[src/hdl/sst_pkg.sv]
package sst_pkg;

    // table depth and derived widths
    localparam int CAPACITY = 64;
    localparam int IDX_W    = $clog2(CAPACITY);
    localparam int CNT_W    = $clog2(CAPACITY + 1);

    // field widths
    localparam int KEY_W    = 32;
    localparam int FUNC_W   = 2;
    localparam int COUNT_W  = 7;
    localparam int OUT_W    = 16;

    // operation codes
    localparam logic [FUNC_W-1:0] F_SEARCH = 2'd0;
    localparam logic [FUNC_W-1:0] F_INSERT = 2'd1;
    localparam logic [FUNC_W-1:0] F_REMOVE = 2'd2;
    localparam logic [FUNC_W-1:0] F_CLEAR  = 2'd3;

endpackage

[src/hdl/sorted_set_table_top.sv]
// Clear goes straight to the result. Search, insert and remove run a binary search (probe
// read at mid, then narrow the window), then fetch the key at the lower bound to decide;
// insert and remove then shift the entries above it one place, pipelined through the memory.
// One transaction at a time: the next is accepted the cycle after the result is taken;
// the search loop and the one-read/one-write key memory set the pace.
// Reset (i_rst_n, synchronous, active low) empties the table and idles the sequencer.
module sorted_set_table_top (
    input  logic        i_clk,
    input  logic        i_rst_n,
    // request side
    input  logic        i_s_axis_tvalid,
    output logic        o_s_axis_tready,
    input  logic [31:0] i_s_axis_tdata,   // [31:0] key (signed)
    input  logic [1:0]  i_s_axis_tuser,   // [1:0] func
    // result side
    output logic        o_m_axis_tvalid,
    input  logic        i_m_axis_tready,
    output logic [15:0] o_m_axis_tdata    // [0] found, [1] changed, [2] full_refused,
                                          // [9:3] count, [15:10] zero
);

    localparam int CNT_W = sst_pkg::CNT_W;
    localparam int IDX_W = sst_pkg::IDX_W;
    localparam int KEY_W = sst_pkg::KEY_W;

    // sequencer states
    localparam logic [2:0] S_IDLE  = 3'd0;  // waiting for a request
    localparam logic [2:0] S_SRCH  = 3'd1;  // issue probe read at mid, or at lo when done
    localparam logic [2:0] S_SWAIT = 3'd2;  // probe data back: narrow the window
    localparam logic [2:0] S_PCMP  = 3'd3;  // key at lower bound back: decide
    localparam logic [2:0] S_SHIFT = 3'd4;  // move entries one place, pipelined
    localparam logic [2:0] S_OUT   = 3'd5;  // result held until taken

    // key memory: single write port, single registered read port
    logic signed [KEY_W-1:0] r_mem [sst_pkg::CAPACITY];
    logic signed [KEY_W-1:0] r_rdata;
    logic                    mem_we;
    logic [IDX_W-1:0]        mem_waddr;
    logic [IDX_W-1:0]        mem_raddr;
    logic signed [KEY_W-1:0] mem_wdata;

    always_ff @(posedge i_clk) begin
        if (mem_we) begin
            r_mem[mem_waddr] <= mem_wdata;
        end
        r_rdata <= r_mem[mem_raddr];
    end

    // control and working registers
    logic [2:0]                     r_state,   n_state;
    logic [CNT_W-1:0]               r_cnt,     n_cnt;
    logic [CNT_W-1:0]               r_lo,      n_lo;
    logic [CNT_W-1:0]               r_hi,      n_hi;
    logic [CNT_W-1:0]               r_left,    n_left;    // reads still to issue
    logic [IDX_W-1:0]               r_rd,      n_rd;      // next read address of shift
    logic [IDX_W-1:0]               r_wa,      n_wa;      // write address of data in flight
    logic                           r_pend,    n_pend;    // read data due to be written
    logic [sst_pkg::FUNC_W-1:0]     r_func,    n_func;
    logic signed [KEY_W-1:0]        r_key,     n_key;
    logic                           r_found,   n_found;
    logic                           r_changed, n_changed;
    logic                           r_refused, n_refused;

    logic [CNT_W-1:0] mid;
    logic             present;
    logic             shift_up;

    // midpoint of the search window; hi never exceeds the count, so mid fits an index
    assign mid      = r_lo + ((r_hi - r_lo) >> 1);
    assign present  = (r_lo < r_cnt) && (r_rdata == r_key);
    assign shift_up = (r_func == sst_pkg::F_INSERT);

    always_comb begin
        n_state   = r_state;
        n_cnt     = r_cnt;
        n_lo      = r_lo;
        n_hi      = r_hi;
        n_left    = r_left;
        n_rd      = r_rd;
        n_wa      = r_wa;
        n_pend    = r_pend;
        n_func    = r_func;
        n_key     = r_key;
        n_found   = r_found;
        n_changed = r_changed;
        n_refused = r_refused;
        mem_we    = 1'b0;
        mem_waddr = r_wa;
        mem_wdata = r_rdata;
        mem_raddr = r_rd;

        unique case (r_state)
            S_IDLE: begin
                if (i_s_axis_tvalid) begin
                    n_func    = i_s_axis_tuser;
                    n_key     = i_s_axis_tdata;
                    n_found   = 1'b0;
                    n_refused = 1'b0;
                    n_changed = 1'b0;
                    n_lo      = '0;
                    n_hi      = r_cnt;
                    if (i_s_axis_tuser == sst_pkg::F_CLEAR) begin
                        n_changed = (r_cnt != '0);
                        n_cnt     = '0;
                        n_state   = S_OUT;
                    end else begin
                        n_state   = S_SRCH;
                    end
                end
            end

            S_SRCH: begin
                if (r_lo < r_hi) begin
                    mem_raddr = mid[IDX_W-1:0];
                    n_state   = S_SWAIT;
                end else begin
                    // lower bound found; fetch it for the equality check
                    // (an out-of-range lo is masked by the compare)
                    mem_raddr = r_lo[IDX_W-1:0];
                    n_state   = S_PCMP;
                end
            end

            S_SWAIT: begin
                if (r_rdata < r_key) begin
                    n_lo = mid + CNT_W'(1);
                end else begin
                    n_hi = mid;
                end
                n_state = S_SRCH;
            end

            S_PCMP: begin
                n_found = present;
                n_pend  = 1'b0;
                n_state = S_OUT;
                case (r_func)
                    sst_pkg::F_INSERT: begin
                        if (!present) begin
                            if (r_cnt == CNT_W'(sst_pkg::CAPACITY)) begin
                                n_refused = 1'b1;
                            end else begin
                                // move [lo, cnt-1] up by one, highest first
                                n_left  = r_cnt - r_lo;
                                n_rd    = IDX_W'(r_cnt - CNT_W'(1));
                                n_state = S_SHIFT;
                            end
                        end
                    end
                    sst_pkg::F_REMOVE: begin
                        if (present) begin
                            // move [lo+1, cnt-1] down by one, lowest first
                            n_left  = r_cnt - r_lo - CNT_W'(1);
                            n_rd    = IDX_W'(r_lo + CNT_W'(1));
                            n_state = S_SHIFT;
                        end
                    end
                    default: begin
                    end
                endcase
            end

            S_SHIFT: begin
                // write back what was read last cycle, read the next one
                if (r_pend) begin
                    mem_we    = 1'b1;
                    mem_waddr = r_wa;
                    mem_wdata = r_rdata;
                end
                if (r_left != '0) begin
                    mem_raddr = r_rd;
                    n_pend    = 1'b1;
                    n_left    = r_left - CNT_W'(1);
                    if (shift_up) begin
                        n_wa = r_rd + IDX_W'(1);
                        n_rd = r_rd - IDX_W'(1);
                    end else begin
                        n_wa = r_rd - IDX_W'(1);
                        n_rd = r_rd + IDX_W'(1);
                    end
                end else begin
                    n_pend = 1'b0;
                    if (!r_pend) begin
                        // pipe drained: on insert, drop the new key into its slot
                        n_changed = 1'b1;
                        n_state   = S_OUT;
                        if (shift_up) begin
                            mem_we    = 1'b1;
                            mem_waddr = r_lo[IDX_W-1:0];
                            mem_wdata = r_key;
                            n_cnt     = r_cnt + CNT_W'(1);
                        end else begin
                            n_cnt     = r_cnt - CNT_W'(1);
                        end
                    end
                end
            end

            S_OUT: begin
                if (i_m_axis_tready) begin
                    n_state = S_IDLE;
                end
            end

            default: begin
                n_state = S_IDLE;
            end
        endcase
    end

    always_ff @(posedge i_clk) begin
        if (!i_rst_n) begin
            r_state <= S_IDLE;
            r_cnt   <= '0;
            r_pend  <= 1'b0;
        end else begin
            r_state <= n_state;
            r_cnt   <= n_cnt;
            r_pend  <= n_pend;
        end
    end

    // working registers, no reset needed
    always_ff @(posedge i_clk) begin
        r_lo      <= n_lo;
        r_hi      <= n_hi;
        r_left    <= n_left;
        r_rd      <= n_rd;
        r_wa      <= n_wa;
        r_func    <= n_func;
        r_key     <= n_key;
        r_found   <= n_found;
        r_changed <= n_changed;
        r_refused <= n_refused;
    end

    assign o_s_axis_tready = (r_state == S_IDLE);
    assign o_m_axis_tvalid = (r_state == S_OUT);
    assign o_m_axis_tdata  = {6'd0, sst_pkg::COUNT_W'(r_cnt), r_refused, r_changed, r_found};

endmodule
[config.mk]
export PLATFORM = sky130hd
export DESIGN_NAME = sorted_set_table_top
export DESIGN_NICKNAME = d
export VERILOG_FILES = /design/src/hdl/sst_pkg.sv /design/src/hdl/sorted_set_table_top.sv
export SDC_FILE = /design/constraint.sdc
export NUM_CORES = 2
export LEC_CHECK = 0
export BUFFER_PORTS_ARGS = -buffer_cell sky130_fd_sc_hd__buf_2
export CORE_MARGIN = 3
export CORE_UTILIZATION = 50
export CTS_CLUSTER_DIAMETER = 200
export DETAILED_ROUTE_END_ITERATION = 10
export GPL_ROUTABILITY_DRIVEN = 0
export HOLD_SLACK_MARGIN = 0.15
export PLACE_DENSITY = 0.65
export SLEW_MARGIN = 5
export SYNTH_ARGS = -nofsm -noshare
export SYNTH_HDL_FRONTEND = slang
export SYNTH_SLANG_ARGS = --single-unit
[constraint.sdc]
create_clock -name i_clk -period 6.11 [get_ports i_clk]
set_input_delay 0.611 -clock i_clk [delete_from_list [all_inputs] [get_ports i_clk]]
set_output_delay 0.611 -clock i_clk [all_outputs]
set_load 0.03 [all_outputs]
==> impl_results.md <==
* Routed via count at 48.9k
* Max Slew Vio Count at 0
* Max FO, Critical Path at 32
* TNS Setup at 0 ns
* Outcome: finished clean
* WL final at 234,000 um
* Fin Clk Skew at 0.0447 ns
* Ys async rst share at 0%
* Final HPWL DP at 136,000 um
* Final #Nets at 5,567
* Final Cell Area at 99,700 um2
* Type of the worst min-delay path: in -> reg
* CP Cell Sequence: ha_1 > inv_1 > fa_1 > a21o_1 > a21oi_1 > xnor2_1 > ha_1 > inv_1 > and3_1 > or3_1 > o221ai_2 > a211o_2 > buf_4 > nand2b_1 > buf_12 > o22ai_1 > o21ai_0 > nand4_1
* Grt ovf at 0
* CTS root buffer: clkbuf_16
* Power Dens Cells at 494 nW/um2
* Multi-input gate area at 22,200 um2
* Die H at 424 um
* Input/output buffers at 49
* Routed Antenna Nets at 0
* Crit-path max cell delay at 0.59 ns
* Register area at 64,500 um2
* Antenna cell count at 0
* Slowest-stage cell, CP: o21ai_0
* VDD IR max at 0.422 mV
* WL met2 at 102,000 um
* Vias in the first global route at 47.3k
* Netlist cell types at 71
* Worst setup EP type: register
* Core Region at 173,000 um2
* Worst path buffer plus inverter count at 4
* Post-synthesis sequential area ratio at 73.7%
* Yosys Warn Count at 0
* Post_cts resized at 0
* H-tree depth at 4
* Delay-heaviest family, CP: compound AO/OA/AOI/OAI gates
* CTS Buffer Depth at 3
* Max capacitance violation total at 0
* Metal-1 WL at 99,200 um
* Placed Area at 92,700 um2
* Relative slew slack at 10.3%
* Final setup vio count at 0
* RSZ-0062 raised after global routing: false
* Clock Pin Slew Worst Setup and Hold Paths at 0.07 ns
* Antenna violations before repair at 8
* Max frequency at 181 MHz
* Largest net degree at the start of global routing at 77
* Fill cells at 13.0k
* Fin crit period at 5.53 ns
* Global-route wire length before repair at 335,000 um
* Avg Cell Area, Syn at 16.9 um2
* Hold_ws at 0.295 ns
* Pleak at 35.2 nW
* WP data required at 6.81 ns
* # DRC at 0
* Synthesized instance count at 5,183
* Vias per inst at 6.14
* Die Area at 180,000 um2
* Worst Path Arrival at 6.22 ns
* WL per Instance at 29.4 um
* CTS tree: done
* Main synth FF type: edfxtp_1
* Final period util at 90.4%
* Endpoints failing hold at 0
* Synthesis-to-layout area growth at 14.0%
* Mapped cell area at 87,400 um2
* I/O Pins at 56
* GRT Resource Usage Total at 25.7%
* Setup ws final at 0.584 ns
* Post-synthesis register bit count at 2,161
* Insertion delay to the later sink of the worst-skew pair at 0.86 ns
* Top sig layer: met5
* Rows at 152
* Initial core utilization at 50.6%
* Setup slack after placement at 0.652 ns
* Post-synth EDFFs at 2,118
* Critical Path Start Type: register
* Critical path class: reg -> reg
* Number of buffers created by CTS at 209
* Met3 wire length at 23,400 um
* Num Clock Sinks at 2,161
* Die Span X at 424 um
* Share of layout cells above drive strength 1 at 14.3%
* Slew of the pin with the lowest slew margin at 1.34 ns
* First-pass detailed-route iteration total at 6
* Overall power at 49.3 mW
* DRT iter0 DRCs at 5,915
## state kept, by name (all words and copies together) (netlist names)
signal     count
r_changed      1
r_cnt          7
r_found        1
r_func         2
r_hi           7
r_key         32
r_left         7
r_lo           7
r_mem       2048
r_pend         1
r_rd           6
r_rdata       32
r_refused      1
r_state        3
r_wa           6
## synth_stat cells (all sizes together) (10+ instances only)
cell type,n,area [um2]
edfxtp,2118,63600
a22oi,65,488
nand3,35,180
inv,68,255
mux2,69,777
o22ai,131,820
nor3,213,1090
a32oi,65,569
clkbuf,115,432
o22a,32,280
nand4,44,275
ha,63,788
nand2,213,800
dfxtp,43,861
nor2,120,450
nor2b,10,62.6
and4,33,289
buf,186,1010
mux2i,1160,11600
a21oi,39,203
a2111oi,64,561
xor2,17,149
a21o,15,113
xnor2,27,236
o21ai,129,649
## placed cells by master, fill, tap and decap left out, drive strengths merged, types with 15 or more instances in the layout
master       count
edfxtp        2118
a2111oi         64
nand3           35
a22oi           65
o21ai          129
clkinv          99
a21o            15
nor3           213
nor2           120
mux2            69
inv             77
o22ai          131
xor2            17
dfxtp           43
mux2i         1160
bufinv          15
buf            329
and4            33
o22a            32
a21oi           39
a32oi           65
ha              63
nand4           44
dlygate4sd3     36
clkbuf         266
nand2          213
xnor2           27
## where the power goes
part           total [mW]  leakage [nW]  switching [mW]  internal (mW)
Clock                12.6          3.28            5.49           7.10
Sequential           18.8          19.5           0.228           18.6
Combinational        17.8          12.4            12.0           5.85
Total                49.3          35.2            17.7           31.6
## routing by layer
metal / GRT usage [%] / vias to the layer above
li1: - / 21100
met2: 37.6 / 2431
met4: 9.63 / 2
met5: 0 / -
met3: 5.34 / 358
met1: 38.0 / 25000
## cells by family after synthesis
kind of cell	Yosys count	share of synthesized area (%)
fa+ha+maj	66	0.970
flops	2161	73.7
other cells	1	0.00429
buf+inv	369	1.94
compound gates	587	4.68
xor+xnor	44	0.441
mux	1229	14.2
simple gates	726	4.07
## worst register-to-register path, stage by stage (launching register included)
cell and delay [ns]:
edfxtp_1 0.55, ha_1 0.24, inv_1 0.07, fa_1 0.40
a21o_1 0.18, a21oi_1 0.22, xnor2_1 0.11, ha_1 0.30
inv_1 0.05, and3_1 0.15, or3_1 0.40, o221ai_2 0.28
a211o_2 0.58, buf_4 0.51, nand2b_1 0.23, buf_12 0.23
o22ai_1 0.13, o21ai_0 0.59, nand4_1 0.15
## worst paths after layout
| check | from | end | slack [ns] | depth (start not counted) |
|---|---|---|---|---|
| max | r_lo[0]$_SDFFCE_PN0P_ | r_rdata[22]$_DFF_P_ | 0.58 | 18 |
| min | i_m_axis_tready | r_state[2]$_SDFFE_PN0P_ | 0.30 | 5 |
| min reg2reg | r_pend$_SDFFE_PN0P_ | r_pend$_SDFFE_PN0P_ | 0.59 | 2 |
| max reg2reg | r_lo[0]$_SDFFCE_PN0P_ | r_rdata[22]$_DFF_P_ | 0.58 | 18 |
## area by class of cell
class	count	share of cell area, %
inverter	68	0.256
clock inverter	130	1.10
sequential	2161	64.6
timing repair buffer	365	3.19
multi-input combinational	2658	22.3
clock buffer	266	5.60
tap	2310	2.90
## what timing repair did
action,CTS,global route
hold buffers,36,0
buffers inserted,0,0
endpoints found under the hold margin,46,0
## through the flow
| step | std cells | utilization [%] |
|---|---|---|
| 3_3_place_gp | 7526 | 53.7 |
| 5_1_grt | 7958 | 57.7 |
| 4_1_cts | 7958 | 57.7 |
| 3_5_place_dp | 7526 | 53.7 |
| 2_1_floorplan | 5188 | - |
| 6_report | 7958 | 57.7 |
(Power assumes the default switching activity.)
